<file path="src/rtl/core/grck_div.sv">
// ----------------------------------------------------------------------------
// grck_div
// Pipelined restoring divider, one quotient bit per stage, with side payload.
// ----------------------------------------------------------------------------
module grck_div #(
    parameter int NUM_W  = 30,
    parameter int DEN_W  = 22,
    parameter int Q_W    = 11,
    parameter int SIDE_W = 1
) (
    input  logic              clk,
    input  logic              rst_n,
    input  logic              in_valid,
    output logic              in_ready,
    input  logic [NUM_W-1:0]  num,
    input  logic [DEN_W-1:0]  den,
    input  logic [SIDE_W-1:0] side_in,
    output logic              out_valid,
    input  logic              out_ready,
    output logic [Q_W-1:0]    quo,
    output logic [((NUM_W > DEN_W + Q_W) ? NUM_W : DEN_W + Q_W)-1:0] rem,
    output logic [SIDE_W-1:0] side_out
);

    localparam int CW = (NUM_W > DEN_W + Q_W) ? NUM_W : DEN_W + Q_W;

    logic              v_reg    [Q_W];
    logic [CW-1:0]     rem_reg  [Q_W];
    logic [Q_W-1:0]    quo_reg  [Q_W];
    logic [DEN_W-1:0]  den_reg  [Q_W];
    logic [SIDE_W-1:0] side_reg [Q_W];
    logic              adv      [Q_W];

    genvar s;
    generate
        for (s = 0; s < Q_W; s++) begin : g_stage
            localparam int B = Q_W - 1 - s;
            logic              v_p;
            logic [CW-1:0]     rem_p;
            logic [Q_W-1:0]    quo_p;
            logic [DEN_W-1:0]  den_p;
            logic [SIDE_W-1:0] side_p;
            logic [CW-1:0]     sh;
            logic              ge;
            logic [CW-1:0]     rem_next;
            logic [Q_W-1:0]    quo_next;

            if (s == 0) begin : g_first
                assign v_p    = in_valid;
                assign rem_p  = CW'(num);
                assign quo_p  = '0;
                assign den_p  = den;
                assign side_p = side_in;
            end
            else begin : g_rest
                assign v_p    = v_reg[s-1];
                assign rem_p  = rem_reg[s-1];
                assign quo_p  = quo_reg[s-1];
                assign den_p  = den_reg[s-1];
                assign side_p = side_reg[s-1];
            end

            if (s == Q_W - 1) begin : g_last_adv
                assign adv[s] = !v_reg[s] || out_ready;
            end
            else begin : g_mid_adv
                assign adv[s] = !v_reg[s] || adv[s+1];
            end

            always_comb
            begin
                sh       = CW'(den_p) << B;
                ge       = (rem_p >= sh);
                rem_next = ge ? (rem_p - sh) : rem_p;
                quo_next = quo_p;
                quo_next[B] = ge;
            end

            always_ff @(posedge clk or negedge rst_n)
            begin
                if (!rst_n)
                begin
                    v_reg[s] <= 1'b0;
                end
                else if (adv[s])
                begin
                    v_reg[s] <= v_p;
                end
            end

            always_ff @(posedge clk)
            begin
                if (adv[s])
                begin
                    rem_reg[s]  <= rem_next;
                    quo_reg[s]  <= quo_next;
                    den_reg[s]  <= den_p;
                    side_reg[s] <= side_p;
                end
            end
        end
    endgenerate

    assign in_ready  = adv[0];
    assign out_valid = v_reg[Q_W-1];
    assign quo       = quo_reg[Q_W-1];
    assign rem       = rem_reg[Q_W-1];
    assign side_out  = side_reg[Q_W-1];

endmodule

</file>
<file path="config.mk">
export PLATFORM = sky130hd
export DESIGN_NAME = grck_div
export DESIGN_NICKNAME = d
export VERILOG_FILES = /design/src/rtl/core/grck_div.sv
export SDC_FILE = /design/constraint.sdc
export NUM_CORES = 1
export LEC_CHECK = 0
export ABC_AREA = 1
export ABC_CLOCK_PERIOD_IN_PS = 20900
export BUFFER_PORTS_ARGS = -buffer_cell sky130_fd_sc_hd__buf_4
export CAP_MARGIN = 20
export CORE_MARGIN = 2
export CORE_UTILIZATION = 30
export CTS_CLUSTER_DIAMETER = 60
export DETAILED_ROUTE_END_ITERATION = 10
export PLACE_DENSITY = 0.52
export SETUP_SLACK_MARGIN = 0.2
export SLEW_MARGIN = 20
export SYNTH_ARGS = -nofsm -noshare
export SYNTH_HDL_FRONTEND = slang
export SYNTH_SLANG_ARGS = --single-unit
</file>
<file path="constraint.sdc">
create_clock -name clk -period 20.9 [get_ports clk]
set_clock_uncertainty 0.15 [all_clocks]
set_input_delay 0 -clock clk [delete_from_list [all_inputs] [get_ports clk]]
set_output_delay 0 -clock clk [all_outputs]
set_load 0.01 [all_outputs]
</file>
# After elaboration in Yosys (flattened, before gate mapping)
# Memory sizes are Yosys's and may differ from the RTL's.
# Index checks and enable logic that the tools add are counted.
# totals
register_bits,11
ramBits,737
out_inout_bits,47
elab_cells,92
mem_count,4
# classes
add_sub_neg,11
n_lt_le_gt_ge,11
n_mux,33
n_reduce_logical,22
# memory_table
memory,depth,width,read_ports,rd_ports_with_merged_regs,write_ports,line,source
rem_reg,11,33,11,0,11,28,logic [CW-1:0] rem_reg [Q_W];
den_reg,11,22,10,0,11,30,logic [DEN_W-1:0] den_reg [Q_W];
quo_reg,11,11,11,0,11,29,logic [Q_W-1:0] quo_reg [Q_W];
side_reg,11,1,11,0,11,31,logic [SIDE_W-1:0] side_reg [Q_W];
# op_table
operator,n
2-to-1 mux 33 bit,11
>= comparator 33 x 22 -> 1 bit,1
>= comparator 33 x 23 -> 1 bit,1
>= comparator 33 x 24 -> 1 bit,1
>= comparator 33 x 25 -> 1 bit,1
>= comparator 33 x 26 -> 1 bit,1
>= comparator 33 x 27 -> 1 bit,1
>= comparator 33 x 28 -> 1 bit,1
>= comparator 33 x 29 -> 1 bit,1
>= comparator 33 x 30 -> 1 bit,1
>= comparator 33 x 31 -> 1 bit,1
subtractor 30 x 32 -> 33 bit,1
subtractor 33 x 22 -> 33 bit,1
subtractor 33 x 23 -> 33 bit,1
subtractor 33 x 24 -> 33 bit,1
subtractor 33 x 25 -> 33 bit,1
subtractor 33 x 26 -> 33 bit,1
subtractor 33 x 27 -> 33 bit,1
subtractor 33 x 28 -> 33 bit,1
subtractor 33 x 29 -> 33 bit,1
subtractor 33 x 30 -> 33 bit,1
subtractor 33 x 31 -> 33 bit,1
>= comparator 30 x 32 -> 1 bit,1
2-to-1 mux 1 bit,22
2 further kinds,22

# Depth between registers and ports, before layout
# depth
depth_word,14
mapped_depth,16
ltp_nobuf,16

# Worst setup path after synthesis
# No wires, ideal clock.
# synth_timing
path_type,reg-to-reg
start,"register v_reg, in the netlist out_valid"
end,"memory den_reg[0][0], enable pin"
arrival_ns,7.671
required_ns,19.802
slack_ns,12.131
path_stages_with_launch,6
period_less_slack_ns,8.769
cell_sequence,dfrtp_1 > nand4_1 > nor2_1 > nand4_1 > nor2_1 > nand4_1
# synth_rtl
element,line,source
"start, declared",27,logic v_reg [Q_W];
"start signal, assigned by index",87,v_reg[s] <= v_p;
"end, declared",30,

==> flow_metrics.env <==
export IMPL_grt_max_degree=68
export IMPL_worstPathArrival_ns=4.26
export IMPL_multi_input_area_mm2=0.0203
export IMPL_synthToLayoutAreaGrowth_pct=15.0
export IMPL_drt_iter0_drc=2982
export IMPL_final_cells=8380
export IMPL_rsz0062_at_grt="false"
export IMPL_peakVddDrop_uv=72.0
export IMPL_cts_clk_slew_worst_paths_ns=0.05
export IMPL_max_cap_violations=0
export IMPL_cts_tree="done"
export IMPL_hold_viol=1
export IMPL_routed_via_density=4.57
export IMPL_avgRoutedWirePerCell_um=16.4
export IMPL_fin_nets=6605
export IMPL_power_leakage_nw=25.8
export IMPL_grtUsageTotal=0.178
export IMPL_grt_pass1_wl_mm=212
export IMPL_post_place_cells=8116
export IMPL_period_minus_slack_ns=4.41
export IMPL_r2r_start="out_valid$_DFFE_PN0P_"
export IMPL_end_kind="primary output"
export IMPL_hp_start="out_ready"
export IMPL_antenna_found_initial=0
export IMPL_drtPass1Iterations=7
export IMPL_final_cell_area_mm2=0.0521
export IMPL_post_dp_hpwl_mm=112
export IMPL_final_setup_worst_slack_ns=16.49
export IMPL_clk_path_buf_depth=3
export IMPL_path_cells="nand4_1 -> buf_4 -> nor2_1 -> nand4_1 -> buf_4 -> nor2_1 -> nand4_1 -> buf_4 -> buf_4"
export IMPL_synth_common_cells="nand2_1 (2315), inv_1 (1184), edfxtp_1 (660)"
export IMPL_r2r_cells=8
export IMPL_whs_ns=-0.0109
export IMPL_cts_resized_gates=0
export IMPL_fmax_mhz=227
export IMPL_dp_worst_setup_slack_ns=16.88
export IMPL_insertion_delay_ns=0.69
export IMPL_synth_edf_count=660
export IMPL_r2r_end="den_reg[3][21]$_DFFE_PP_"
export IMPL_ff_latch_area_mm2=0.0201
export IMPL_crit_fanout=67
export IMPL_relSlewSlack=0.304
export IMPL_largest_reg_flops=363
export IMPL_ctsHtreeMaxLevel=3
export IMPL_startpoint_type="flop"
export IMPL_timing_final_crit_share=0.211
export IMPL_synth_most_common_cell="nand2_1"
export IMPL_syn_inst=6038
export IMPL_start_util=0.302
export IMPL_worstSetupPathType="flop to primary output"
export IMPL_synth_top_cell_by_area="edfxtp_1"
export IMPL_holdCritPathClass="primary input to flop"
export IMPL_hold_buffers=107
export IMPL_grt_pass1_vias=36500
export IMPL_syn_avg_cell_area_um2=7.51
export IMPL_die_w_um=393
export IMPL_via_count=38300
export IMPL_ant_nets=0
export IMPL_coreArea_mm2=0.150
export IMPL_worst_path_largest_cell_delay_ns=0.65
export IMPL_final_layout_size_suffix_gt1_frac=0.0517
export IMPL_numCtsBuffers=87
export IMPL_placementRows=142
export IMPL_dieArea_mm2=0.154
export IMPL_post_route_drc_count=0
export IMPL_fill_cells=16000
export IMPL_yosys_warnings=0
export IMPL_yosys_area_top_type_share=0.437
export IMPL_dieHeight_um=393
export IMPL_worst_pin_slew_ns=1.04
export IMPL_p_per_area_mw_per_mm2=174
export IMPL_critPathRequiredTime_ns=20.75
export IMPL_postPlaceCellArea_mm2=0.0483
export IMPL_io_buffers=103
export IMPL_ys_async_sr_fraction=0.0164
export IMPL_pin_count=104
export IMPL_cts_setup_buffers=0
export IMPL_synthFlopType="edfxtp_1"
export IMPL_yosysSeqAreaShare=0.443
export IMPL_routed_wl_mm=137
export IMPL_setup_violations=0
export IMPL_violations="hold timing"
export IMPL_critical_path_most_common_cell="buf_4"
export IMPL_synth_seq_cells=671
export IMPL_timing_setup_tns_ns=0
export IMPL_root_buffer="clkbuf_16"
export IMPL_synthTopCellsByArea="edfxtp_1 (44%), nand2_1 (19%), inv_1 (9.8%)"
export IMPL_gp_congestion=0.941
export IMPL_crit_slowest_cell="buf_4"
export IMPL_min_to="out_valid$_DFFE_PN0P_"
export IMPL_synth_distinct_cells=46
export IMPL_mappedNetlistArea_mm2=0.0453
export IMPL_synth_net_count=6346
export IMPL_slew_violations=0
export IMPL_outcome="finished, violations left"
export IMPL_gr_total_overflow=0
export IMPL_ff2ff_setup_slack_ns=16.99
export IMPL_clock_sinks=671
export IMPL_min_path_cells=4
[where the power goes]
group | leakage (nW) | switching [mW] | total [mW] | internal (mW)
logic | 17.7 | 3.29 | 4.88 | 1.59
registers | 6.78 | 0.425 | 2.77 | 2.35
clock network | 1.33 | 0.612 | 1.43 | 0.815
total | 25.8 | 4.33 | 9.08 | 4.75
[metrics by stage]
stage / total power, mW / utilization / hold slack [ns]
after floorplan: 6.07 / - / -0.446
after global placement: 7.63 / 0.322 / -0.298
after detailed placement: 7.66 / 0.322 / -0.293
after CTS: 9.14 / 0.348 / 0.00277
after global routing: 9.90 / 0.348 / 0.0589
final: 9.08 / 0.348 / -0.0109
[kinds of logic after synthesis]
| logic type | count (synthesis) | synth area share |
|---|---|---|
| AOI/OAI and AO/OA | 324 | 0.0389 |
| xor gates and xnor gates | 141 | 0.0272 |
| adders and majority gates | 251 | 0.0711 |
| and+or+nand+nor | 3399 | 0.310 |
| DFF | 671 | 0.443 |
| buffers and inverters | 1252 | 0.109 |
[area by class of cell]
class,instances,area share
antenna,1,0.0000480
tap,2016,0.0484
timing repair buffer,227,0.0382
sequential,671,0.385
multi-input combinational,4115,0.390
inverter,1195,0.0861
clock buffer,98,0.0425
clock inverter,57,0.00972
[placed cells by master, fill, tap and decap left out, types with 12 or more instances in the layout]
master	n
o21ai_0	75
nor2_1	412
nand4_1	125
nor3_1	51
nand2_1	2312
dlygate4sd3_1	107
xor2_1	104
nand3b_1	35
clkbuf_16	87
inv_1	1182
nand3_1	371
ha_1	240
a21oi_1	196
o21bai_1	28
inv_2	12
xnor2_1	37
and2_1	28
edfxtp_1	660
nor2_2	18
clkinv_1	14
buf_4	119
[metal layers]
layer	vias up	global-route usage	wire length [um]
met2	862	0.307	66100
met1	17600	0.232	62000
met3	174	0.0262	6030
met4	0	0.0430	3140
li1	19600	-	-
met5	-	0	0
[worst max-delay path by stage]
| stage | from | endpoint | cells after the start |
|---|---|---|---|
| after floorplan | out_valid$_DFFE_PN0P_ | den_reg[0][0]$_DFFE_PP_ | 5 |
| final | out_valid$_DFFE_PN0P_ | in_ready | 9 |
| after global routing | out_valid$_DFFE_PN0P_ | in_ready | 9 |
| after detailed placement | out_valid$_DFFE_PN0P_ | den_reg[3][18]$_DFFE_PP_ | 8 |
| after global placement | out_valid$_DFFE_PN0P_ | den_reg[3][18]$_DFFE_PP_ | 8 |
| after CTS | out_valid$_DFFE_PN0P_ | in_ready | 9 |
[critical path: cells and delay by family (launching register included)]
kind / cells / cell delay [ns]
buf+inv: 4 / 2.10
flops: 1 / 0.45
simple gates: 5 / 0.96
No activity file was read; power rests on OpenSTA's default activity.
