==> config.mk <==
export PLATFORM = sky130hd
export DESIGN_NAME = grck_class
export DESIGN_NICKNAME = d
export VERILOG_FILES = /design/src/rtl/core/grck_pkg.sv /design/src/rtl/core/grck_class.sv
export SDC_FILE = /design/constraint.sdc
export NUM_CORES = 2
export LEC_CHECK = 0
export ABC_AREA = 1
export BUFFER_PORTS_ARGS = -buffer_cell sky130_fd_sc_hd__buf_2
export CORE_MARGIN = 8
export CORE_UTILIZATION = 65
export DETAILED_ROUTE_END_ITERATION = 8
export GPL_TIMING_DRIVEN = 0
export PLACE_DENSITY_LB_ADDON = 0.08
export SLEW_MARGIN = 25
export SYNTH_ARGS = -nofsm -noshare
export SYNTH_HDL_FRONTEND = slang
export SYNTH_SLANG_ARGS = --single-unit
==> constraint.sdc <==
create_clock -name clk -period 15.4 [get_ports clk]
set_input_delay 2.31 -clock clk [delete_from_list [all_inputs] [get_ports clk]]
set_output_delay 2.31 -clock clk [all_outputs]
set_load 0.01 [all_outputs]
==> src/rtl/core/grck_pkg.sv <==
// ----------------------------------------------------------------------------
// grck_pkg
// Shared widths, register indexes and types for the grid rank class key block.
// ----------------------------------------------------------------------------
package grck_pkg;

    localparam int RANK_W  = 30;
    localparam int KEY_W   = 30;
    localparam int SIZE_W  = 11;
    localparam int PLANE_W = 2 * SIZE_W;
    localparam int TOTAL_W = PLANE_W + SIZE_W;
    localparam int CFG_IDX_W = 2;

    // configuration register indexes
    localparam logic [CFG_IDX_W-1:0] REG_SIZE_X = 2'd0;
    localparam logic [CFG_IDX_W-1:0] REG_SIZE_Y = 2'd1;
    localparam logic [CFG_IDX_W-1:0] REG_SIZE_Z = 2'd2;

    // clamped grid extents; user keeps static with items in flight; unchecked
    typedef struct packed {
        logic [SIZE_W-1:0] nx;
        logic [SIZE_W-1:0] ny;
        logic [SIZE_W-1:0] nz;
    } dims_t;

    // position class, in key order
    typedef enum logic [3:0] {
        CAT_CORNER,
        CAT_EDGE_X,
        CAT_EDGE_Y,
        CAT_EDGE_Z,
        CAT_FACE_ZL,
        CAT_FACE_ZH,
        CAT_FACE_YL,
        CAT_FACE_YH,
        CAT_FACE_XL,
        CAT_FACE_XH,
        CAT_INTERIOR
    } cat_t;

endpackage

==> src/rtl/core/grck_class.sv <==
// ----------------------------------------------------------------------------
// grck_class
// Four-stage classifier: coordinates to class key (class, products, sum).
// ----------------------------------------------------------------------------
module grck_class
    import grck_pkg::*;
(
    input  logic              clk,
    input  logic              rst_n,
    input  logic              in_valid,
    output logic              in_ready,
    input  logic [SIZE_W-1:0] x,
    input  logic [SIZE_W-1:0] y,
    input  logic [SIZE_W-1:0] z,
    input  logic              oog,
    input  dims_t             dims,
    output logic              out_valid,
    input  logic              out_ready,
    output logic [KEY_W-1:0]  class_key,
    output logic              out_of_grid
);

    // first matching (a,b) pair of (lo,lo),(lo,hi),(hi,lo),(hi,hi)
    function automatic logic [1:0] pair_idx(input logic al, input logic ah,
                                            input logic bl, input logic bh);
        logic [1:0] k;
        if (al && bl)      k = 2'd0;
        else if (al && bh) k = 2'd1;
        else if (ah && bl) k = 2'd2;
        else               k = 2'd3;
        return k;
    endfunction

    function automatic logic [KEY_W-1:0] kmul(input logic [1:0] k,
                                              input logic [SIZE_W-1:0] e);
        logic [KEY_W-1:0] r;
        r = '0;
        if (k[1]) r = KEY_W'(e) << 1;
        if (k[0]) r = r + KEY_W'(e);
        return r;
    endfunction

    function automatic logic [SIZE_W-1:0] inner(input logic [SIZE_W-1:0] n);
        return (n > SIZE_W'(2)) ? n - SIZE_W'(2) : '0;
    endfunction

    logic adv1, adv2, adv3, adv4;

    // ---------------- stage 1: class and products
    logic               v1_reg, oog1_reg;
    cat_t               cat1_reg;
    logic [1:0]         k1_reg;
    logic [3:0]         ck1_reg, c1_reg;
    logic [SIZE_W-1:0]  xm1_reg, ym1_reg, zm1_reg, ex1_reg, ey1_reg, ez1_reg;
    logic [PLANE_W-1:0] pxy1_reg, pxz1_reg, pyz1_reg, exey1_reg, exez1_reg, eyez1_reg;

    logic lx, hx, ly, hy, lz, hz, xi, yi, zi;
    logic gx, gy, gz;
    logic [1:0] gsum;
    logic [SIZE_W-1:0] ex, ey, ez, xm, ym, zm;
    logic [3:0] ck_next, c_next;
    logic [1:0] k_next;
    cat_t cat_next;

    always_comb
    begin
        lx = (x == '0);
        hx = (x == dims.nx - SIZE_W'(1));
        ly = (y == '0);
        hy = (y == dims.ny - SIZE_W'(1));
        lz = (z == '0);
        hz = (z == dims.nz - SIZE_W'(1));
        xi = !lx && !hx;
        yi = !ly && !hy;
        zi = !lz && !hz;
        gx = (dims.nx > SIZE_W'(1));
        gy = (dims.ny > SIZE_W'(1));
        gz = (dims.nz > SIZE_W'(1));
        gsum = 2'(gx) + 2'(gy) + 2'(gz);
        c_next = 4'd1 << gsum;
        ck_next = (4'(!lx) << (2'(gy) + 2'(gz))) + (4'(!ly) << gz) + 4'(!lz);
        ex = inner(dims.nx);
        ey = inner(dims.ny);
        ez = inner(dims.nz);
        xm = x - SIZE_W'(1);
        ym = y - SIZE_W'(1);
        zm = z - SIZE_W'(1);
        k_next = 2'd0;
        if (!xi && !yi && !zi)
        begin
            cat_next = CAT_CORNER;
        end
        else if (xi && !yi && !zi)
        begin
            cat_next = CAT_EDGE_X;
            k_next   = pair_idx(ly, hy, lz, hz);
        end
        else if (yi && !xi && !zi)
        begin
            cat_next = CAT_EDGE_Y;
            k_next   = pair_idx(lx, hx, lz, hz);
        end
        else if (zi && !xi && !yi)
        begin
            cat_next = CAT_EDGE_Z;
            k_next   = pair_idx(lx, hx, ly, hy);
        end
        else if (xi && yi && lz) cat_next = CAT_FACE_ZL;
        else if (xi && yi && hz) cat_next = CAT_FACE_ZH;
        else if (xi && zi && ly) cat_next = CAT_FACE_YL;
        else if (xi && zi && hy) cat_next = CAT_FACE_YH;
        else if (yi && zi && lx) cat_next = CAT_FACE_XL;
        else if (yi && zi && hx) cat_next = CAT_FACE_XH;
        else                     cat_next = CAT_INTERIOR;
    end

    always_ff @(posedge clk or negedge rst_n)
    begin
        if (!rst_n)
        begin
            v1_reg <= 1'b0;
        end
        else if (adv1)
        begin
            v1_reg <= in_valid;
        end
    end

    always_ff @(posedge clk)
    begin
        if (adv1)
        begin
            oog1_reg  <= oog;
            cat1_reg  <= cat_next;
            k1_reg    <= k_next;
            ck1_reg   <= ck_next;
            c1_reg    <= c_next;
            xm1_reg   <= xm;
            ym1_reg   <= ym;
            zm1_reg   <= zm;
            ex1_reg   <= ex;
            ey1_reg   <= ey;
            ez1_reg   <= ez;
            pxy1_reg  <= xm * ey;
            pxz1_reg  <= xm * ez;
            pyz1_reg  <= ym * ez;
            exey1_reg <= ex * ey;
            exez1_reg <= ex * ez;
            eyez1_reg <= ey * ez;
        end
    end

    // ---------------- stage 2: run offsets and key for all but interior
    logic               v2_reg, oog2_reg, int2_reg;
    logic [KEY_W-1:0]   base2_reg;
    logic [PLANE_W-1:0] ip2_reg;
    logic [SIZE_W-1:0]  ez2_reg;

    logic [KEY_W-1:0] f_base, e4x, e4y, exey_k, exez_k, eyez_k, base_next;

    always_comb
    begin
        e4x    = KEY_W'(ex1_reg) << 2;
        e4y    = KEY_W'(ey1_reg) << 2;
        exey_k = KEY_W'(exey1_reg);
        exez_k = KEY_W'(exez1_reg);
        eyez_k = KEY_W'(eyez1_reg);
        f_base = KEY_W'(c1_reg) + e4x + e4y + (KEY_W'(ez1_reg) << 2);
        unique case (cat1_reg)
            CAT_CORNER:  base_next = KEY_W'(ck1_reg);
            CAT_EDGE_X:  base_next = KEY_W'(c1_reg) + kmul(k1_reg, ex1_reg)
                                     + KEY_W'(xm1_reg);
            CAT_EDGE_Y:  base_next = KEY_W'(c1_reg) + e4x + kmul(k1_reg, ey1_reg)
                                     + KEY_W'(ym1_reg);
            CAT_EDGE_Z:  base_next = KEY_W'(c1_reg) + e4x + e4y
                                     + kmul(k1_reg, ez1_reg) + KEY_W'(zm1_reg);
            CAT_FACE_ZL: base_next = f_base + KEY_W'(pxy1_reg) + KEY_W'(ym1_reg);
            CAT_FACE_ZH: base_next = f_base + exey_k + KEY_W'(pxy1_reg)
                                     + KEY_W'(ym1_reg);
            CAT_FACE_YL: base_next = f_base + (exey_k << 1) + KEY_W'(pxz1_reg)
                                     + KEY_W'(zm1_reg);
            CAT_FACE_YH: base_next = f_base + (exey_k << 1) + exez_k
                                     + KEY_W'(pxz1_reg) + KEY_W'(zm1_reg);
            CAT_FACE_XL: base_next = f_base + ((exey_k + exez_k) << 1)
                                     + KEY_W'(pyz1_reg) + KEY_W'(zm1_reg);
            CAT_FACE_XH: base_next = f_base + ((exey_k + exez_k) << 1) + eyez_k
                                     + KEY_W'(pyz1_reg) + KEY_W'(zm1_reg);
            default:     base_next = f_base + ((exey_k + exez_k + eyez_k) << 1)
                                     + KEY_W'(zm1_reg);
        endcase
    end

    always_ff @(posedge clk or negedge rst_n)
    begin
        if (!rst_n)
        begin
            v2_reg <= 1'b0;
        end
        else if (adv2)
        begin
            v2_reg <= v1_reg;
        end
    end

    always_ff @(posedge clk)
    begin
        if (adv2)
        begin
            oog2_reg  <= oog1_reg;
            int2_reg  <= (cat1_reg == CAT_INTERIOR);
            base2_reg <= base_next;
            ip2_reg   <= pxy1_reg + PLANE_W'(ym1_reg);
            ez2_reg   <= ez1_reg;
        end
    end

    // ---------------- stage 3: interior product
    logic             v3_reg, oog3_reg, int3_reg;
    logic [KEY_W-1:0] base3_reg, iprod3_reg;
    logic [TOTAL_W-1:0] iprod_full;

    assign iprod_full = ip2_reg * ez2_reg;

    always_ff @(posedge clk or negedge rst_n)
    begin
        if (!rst_n)
        begin
            v3_reg <= 1'b0;
        end
        else if (adv3)
        begin
            v3_reg <= v2_reg;
        end
    end

    always_ff @(posedge clk)
    begin
        if (adv3)
        begin
            oog3_reg   <= oog2_reg;
            int3_reg   <= int2_reg;
            base3_reg  <= base2_reg;
            iprod3_reg <= iprod_full[KEY_W-1:0];
        end
    end

    // ---------------- stage 4: final sum, output register
    logic             v4_reg, oog4_reg;
    logic [KEY_W-1:0] key4_reg;

    always_ff @(posedge clk or negedge rst_n)
    begin
        if (!rst_n)
        begin
            v4_reg <= 1'b0;
        end
        else if (adv4)
        begin
            v4_reg <= v3_reg;
        end
    end

    always_ff @(posedge clk)
    begin
        if (adv4)
        begin
            oog4_reg <= oog3_reg;
            key4_reg <= oog3_reg ? '0
                      : (base3_reg + (int3_reg ? iprod3_reg : '0));
        end
    end

    assign adv4 = !v4_reg || out_ready;
    assign adv3 = !v3_reg || adv4;
    assign adv2 = !v2_reg || adv3;
    assign adv1 = !v1_reg || adv2;

    assign in_ready    = adv1;
    assign out_valid   = v4_reg;
    assign class_key   = key4_reg;
    assign out_of_grid = oog4_reg;

endmodule

; ---- Yosys cells after proc, flatten, opt, wreduce, memory -nomap -nowiden
; Cells that the tools add are included.
[totals]
wordCells = 204
ff_bits = 375
out_inout_bits = 33
[op_classes]
reduce_logical = 53
addsub = 49
n_lt_le_gt_ge = 6
mux = 38
n_eq_ne = 13
shifts = 3
mul = 7
[ops]
columns = cell, count
row1 = $add A30 B11 Y30, 13
row2 = $mux W30, 10
row3 = $pmux W30 S10, 1
row4 = $add A30 B22 Y30, 9
row5 = $mul A11 B11 Y22, 6
row6 = $add A30 B30 Y30, 3
row7 = $sub A11 B1 Y11 const B, 6
row8 = $mux W12, 3
row9 = $eq A11 B11 Y1, 3
row10 = $gt A11 B1 Y1 const B, 3
row11 = $gt A11 B2 Y1 const B, 3
row12 = $logic_not A11 Y1, 3
row13 = $mux W11, 3
row14 = $sub A11 B2 Y11 const B, 3
row15 = $add A15 B30 Y30, 1
row16 = $add A30 B13 Y30, 1
row17 = $add A30 B23 Y30, 1
row18 = $add A30 B25 Y30, 1
row19 = $add A4 B30 Y30, 1
row20 = $mul A22 B11 Y30, 1
row21 = $logic_and A1 B1 Y1, 29
row22 = $mux W2, 13
row23 = $add A23 B22 Y24, 1
row24 = $add A22 B22 Y23, 1
row25 = 22 further kinds, 50

; ---- Logic depth before layout (Yosys ltp)
[logic_depth]
ltp_word = 15
mapped_depth = 53
ltp_nobuf = 53

; ---- Least setup slack after synthesis
; No wires, ideal clock.
[synth_path]
path_type = input to output
startpoint = input out_ready
endpoint = output in_ready
required_ns = 13.090
t_arrival_ns = 9.040
path_buffers = 0
cell_stages = 6
slack_ns = 4.050
path_cell_list = nor2_1 inv_1 nor2_1 inv_1 nor2_1 nand2_1
[synth_via]
elab_chain_cells = 4
[synth_lines]
columns = item, line_no
row1 = from (decl), grck_class.sv:18  ; input logic out_ready,
row2 = $logic_or A1 B1 Y1, grck_class.sv:273  ; assign adv4 = !v4_reg || out_ready;
row3 = via adv4, grck_class.sv:47  ; logic adv1, adv2, adv3, adv4;
row4 = $logic_or A1 B1 Y1, grck_class.sv:274  ; assign adv3 = !v3_reg || adv4;
row5 = via adv3, grck_class.sv:47
row6 = $logic_or A1 B1 Y1, grck_class.sv:275  ; assign adv2 = !v2_reg || adv3;
row7 = $logic_or A1 B1 Y1, grck_class.sv:276  ; assign adv1 = !v1_reg || adv2;
row8 = to (decl), grck_class.sv:11  ; output logic in_ready,
; The timed path passes the listed nets, and every way through them passes these cells.

; ---- Worst setup path in the final report
[layout_path]
startpoint = register ex1_reg[0]
endpoint = register base2_reg[24] (data pin)
[layout_via]
elab_chain_cells = 8
[layout_lines]
columns = item, line_no
row1 = from (decl), grck_class.sv:54  ; logic [SIZE_W-1:0] xm1_reg, ym1_reg, zm1_reg, ex1_reg, ey1_reg, ez1_reg;
row2 = from (signal assigned), grck_class.sv:141  ; ex1_reg <= ex;
row3 = $add A4 B13 Y14 or $mux W12 (tied branches), --
row4 = $add A14 B13 Y15 or $mux W30 (tied branches), "grck_class.sv:168, grck_class.sv:175, grck_class.sv:169"
row5 = $add A30 B13 Y30 or $add A30 B11 Y30 (tied branches), "grck_class.sv:168, grck_class.sv:39"
row6 = $add A30 B30 Y30 (tied with other cells), "grck_class.sv:184, grck_class.sv:186"
row7 = $add A30 B22 Y30 (tied with other cells), grck_class.sv:186  ; CAT_FACE_XH: base_next = f_base + ((exey_k + exez_k) << 1) + eyez_k
row8 = $add A30 B22 Y30 (tied with other cells), grck_class.sv:187  ; + KEY_W'(pyz1_reg) + KEY_W'(zm1_reg);
row9 = $add A30 B11 Y30 (on tied branches), "grck_class.sv:187, grck_class.sv:172, grck_class.sv:183"
row10 = $pmux W30 S10 *, grck_class.sv:169  ; unique case (cat1_reg)
row11 = via base_next[24], grck_class.sv:159  ; logic [KEY_W-1:0] f_base, e4x, e4y, exey_k, exez_k, eyez_k, base_next;
row12 = to (signal assigned), grck_class.sv:211  ; base2_reg <= base_next;
row13 = to (decl), grck_class.sv:155  ; logic [KEY_W-1:0] base2_reg;
; Mark *: on every way through the listed nets, which the timed path passes. The rest lies on a longest branch. The select of a mux whose other input is x is not followed.
; A chain may end at the register's enable or synchronous reset.

==> metrics.cfg <==
[worst_setup_path]
startpoint=ex1_reg[0]
cp-endpoint=base2_reg[24]
path_class=reg2reg
critPathRequiredTime_ns=15.70
critPathMaxFanout=5
reg2reg_slack_ns=3.86
cp_data_arrival_time_ns=11.84
worst_setup_path_start_kind=register
slowest_stage=xnor2_1
path_common_cell=nand3_1
cp-end-kind=register
r2r.worst_path.cells=46
timing.rr.start=ex1_reg[0]
max_stage_delay_ns=0.82
worstReg2RegEnd=base2_reg[24]

[layout]
syn2layout_area_growth_pct=5.64
stdcell_count=10600
regArea_um2=11000
layout-drive-gt1-share=0.0427
multi_input_area_um2=51400
fill_cells=8715
fin_area_um2=74100
final_nets=10900

[yosys]
yosysTopAreaCell=fa_1
yosys_warnings=0
synthDistinctLibCells=72
synth_edf_count=363
yosys_most_used_dff=edfxtp_1
mappedNetlistArea_um2=70200
syn_nets=10700
synth_common_cells=inv_1 (1853), nand2_1 (1790), ha_1 (878)
seq_area_frac_synth=0.157
async_flop_share=0.0109
synth_seq_cells=367
syn_area_per_cell_um2=7.83
synth_top_area_share=0.238
yosysMostFrequentCell=inv_1
synth.top_cells.by_area=fa_1 (24%), ha_1 (16%), edfxtp_1 (16%), inv_1 (9.9%), nand2_1 (9.6%)
syn-instance-count=8964

[flow_run]
drv_cap=0

[global_route]
grt_max_degree=58
grtUsageMet2=0.701
grt_usage=0.465
antenna_found_initial=14
grt.busiest_layer=met2
met3_usage=0.160
gr-usage-met1=0.520
grt_pass1_wl_um=403000
grt_pass1_vias=64800
grt-ovfl-total=0

[sta]
post-route-period-util=0.749
max_freq_mhz=86.7
max_slew_margin=0.158
grt_setup_unrepaired=no
slew_viol_final=0
skew_ns=0.0198
fin_setup_tns_ns=0
worst_pin_slew_ns=1.26
setup_viol=0
finalCriticalPeriod_ns=11.54
hold_viol=0

[clocking]
cts_root_buf=clkbuf_16
htreeDepth=2
cts-buffers-inserted=42
ctsResizeCount=0
cts_tree=yes
cts_hold_buf=0
insertion_delay_ns=0.62
numClockSinks=367
post_cts_buffers=0
cts.path.max_buffers=3
path_clk_slew_ns=0.07

[detailed_routing]
vias_per_cell=6.15
dr.pass1.iters=9
vias=65000
ant_nets=0
wl_per_cell_um=26.2
drt_wl_total_um=277000
first_iter_violations=6795
drc=0

[floorplan]
row_count=120
core_area_um2=107000
initial_core_util=0.656
fp.dieArea_um2=119000
die_y_um=345
ios=104
die_w_um=345

[place]
place_inst=10500
dp_hpwl_um=233000
placed_cell_area_um2=72700
gp_congestion=1.14
io_buffers=102

[worst_hold_path]
hold_path.class=reg2reg

[run_status]
status=finished, final reports clean

==> through the flow <==
step                      worst slack [ns]  hold WS, ns  utilization
final                                 3.86        0.422        0.693
after global routing                  3.95        0.427        0.692
after CTS                             4.54        0.420        0.692
after detailed placement              4.59        0.405        0.679
after global placement               0.417        0.402        0.677
after floorplan                       4.05        0.400            -
==> worst max-delay path: cells and delay by family, from the launching register on <==
family | cells | cell delay (ns)
DFF | 1 | 0.70
and+or+nand+nor | 18 | 3.07
buffers and inverters | 7 | 1.01
adders and majority gates | 8 | 2.93
AOI/OAI and AO/OA | 9 | 1.70
xor gates and xnor gates | 4 | 1.79
==> cell families after synthesis <==
| kind of cell | share of synthesized area |
|---|---|
| fa+ha+maj | 0.395 |
| buf+inv | 0.111 |
| simple gates | 0.186 |
| flops | 0.157 |
| xor+xnor | 0.0492 |
| compound gates | 0.102 |
==> placed cells by master, fill, tap and decap left out, drive strengths merged, types with 6 or more instances in the layout <==
master / count
fa: 836
nor4: 11
buf: 164
clkinv: 37
or2: 40
nor3: 79
a221oi: 8
xor2: 250
o21bai: 45
xnor2: 140
o31ai: 14
a22o: 6
o211ai: 22
and3: 10
diode: 14
a211oi: 10
o21a: 22
nor2: 795
o2111ai: 8
nand2: 1820
o22ai: 12
a31oi: 37
nand3b: 21
a21o: 47
inv: 1873
o221ai: 6
a21oi: 610
a21boi: 21
nor3b: 6
ha: 878
edfxtp: 363
nand4: 76
clkbuf: 162
nand3: 284
o21ai: 391
o41ai: 8
==> worst min path at each step <==
stage / from / to / slack (ns) / cells after the start
2_1_floorplan: base2_reg[0] / base3_reg[0] / 0.40 / 0
3_3_place_gp: base2_reg[3] / base3_reg[3] / 0.40 / 0
3_5_place_dp: base2_reg[11] / base3_reg[11] / 0.40 / 0
4_1_cts: base2_reg[11] / base3_reg[11] / 0.42 / 0
5_1_grt: base2_reg[9] / base3_reg[9] / 0.43 / 0
6_report: base2_reg[11] / base3_reg[11] / 0.42 / 0
==> metal layers <==
metal | vias up | routed length [um]
met5 | - | 211
met4 | 14 | 33300
met3 | 1389 | 37600
met2 | 4333 | 115000
met1 | 30600 | 90900
li1 | 28700 | -
==> area by class of cell <==
type	count	share of cell area
Clock inverter	32	0.00454
Antenna cell	14	0.000473
Multi-Input combinational cell	6538	0.694
Clock buffer	45	0.0146
Tap cell	1403	0.0237
Sequential cell	367	0.148
Timing Repair Buffer	109	0.00896
Inverter	1887	0.0956
Buffer	172	0.00992
Power is not shown: default switching activity piles up to over one toggle a cycle in this logic, so the estimate is an artifact.
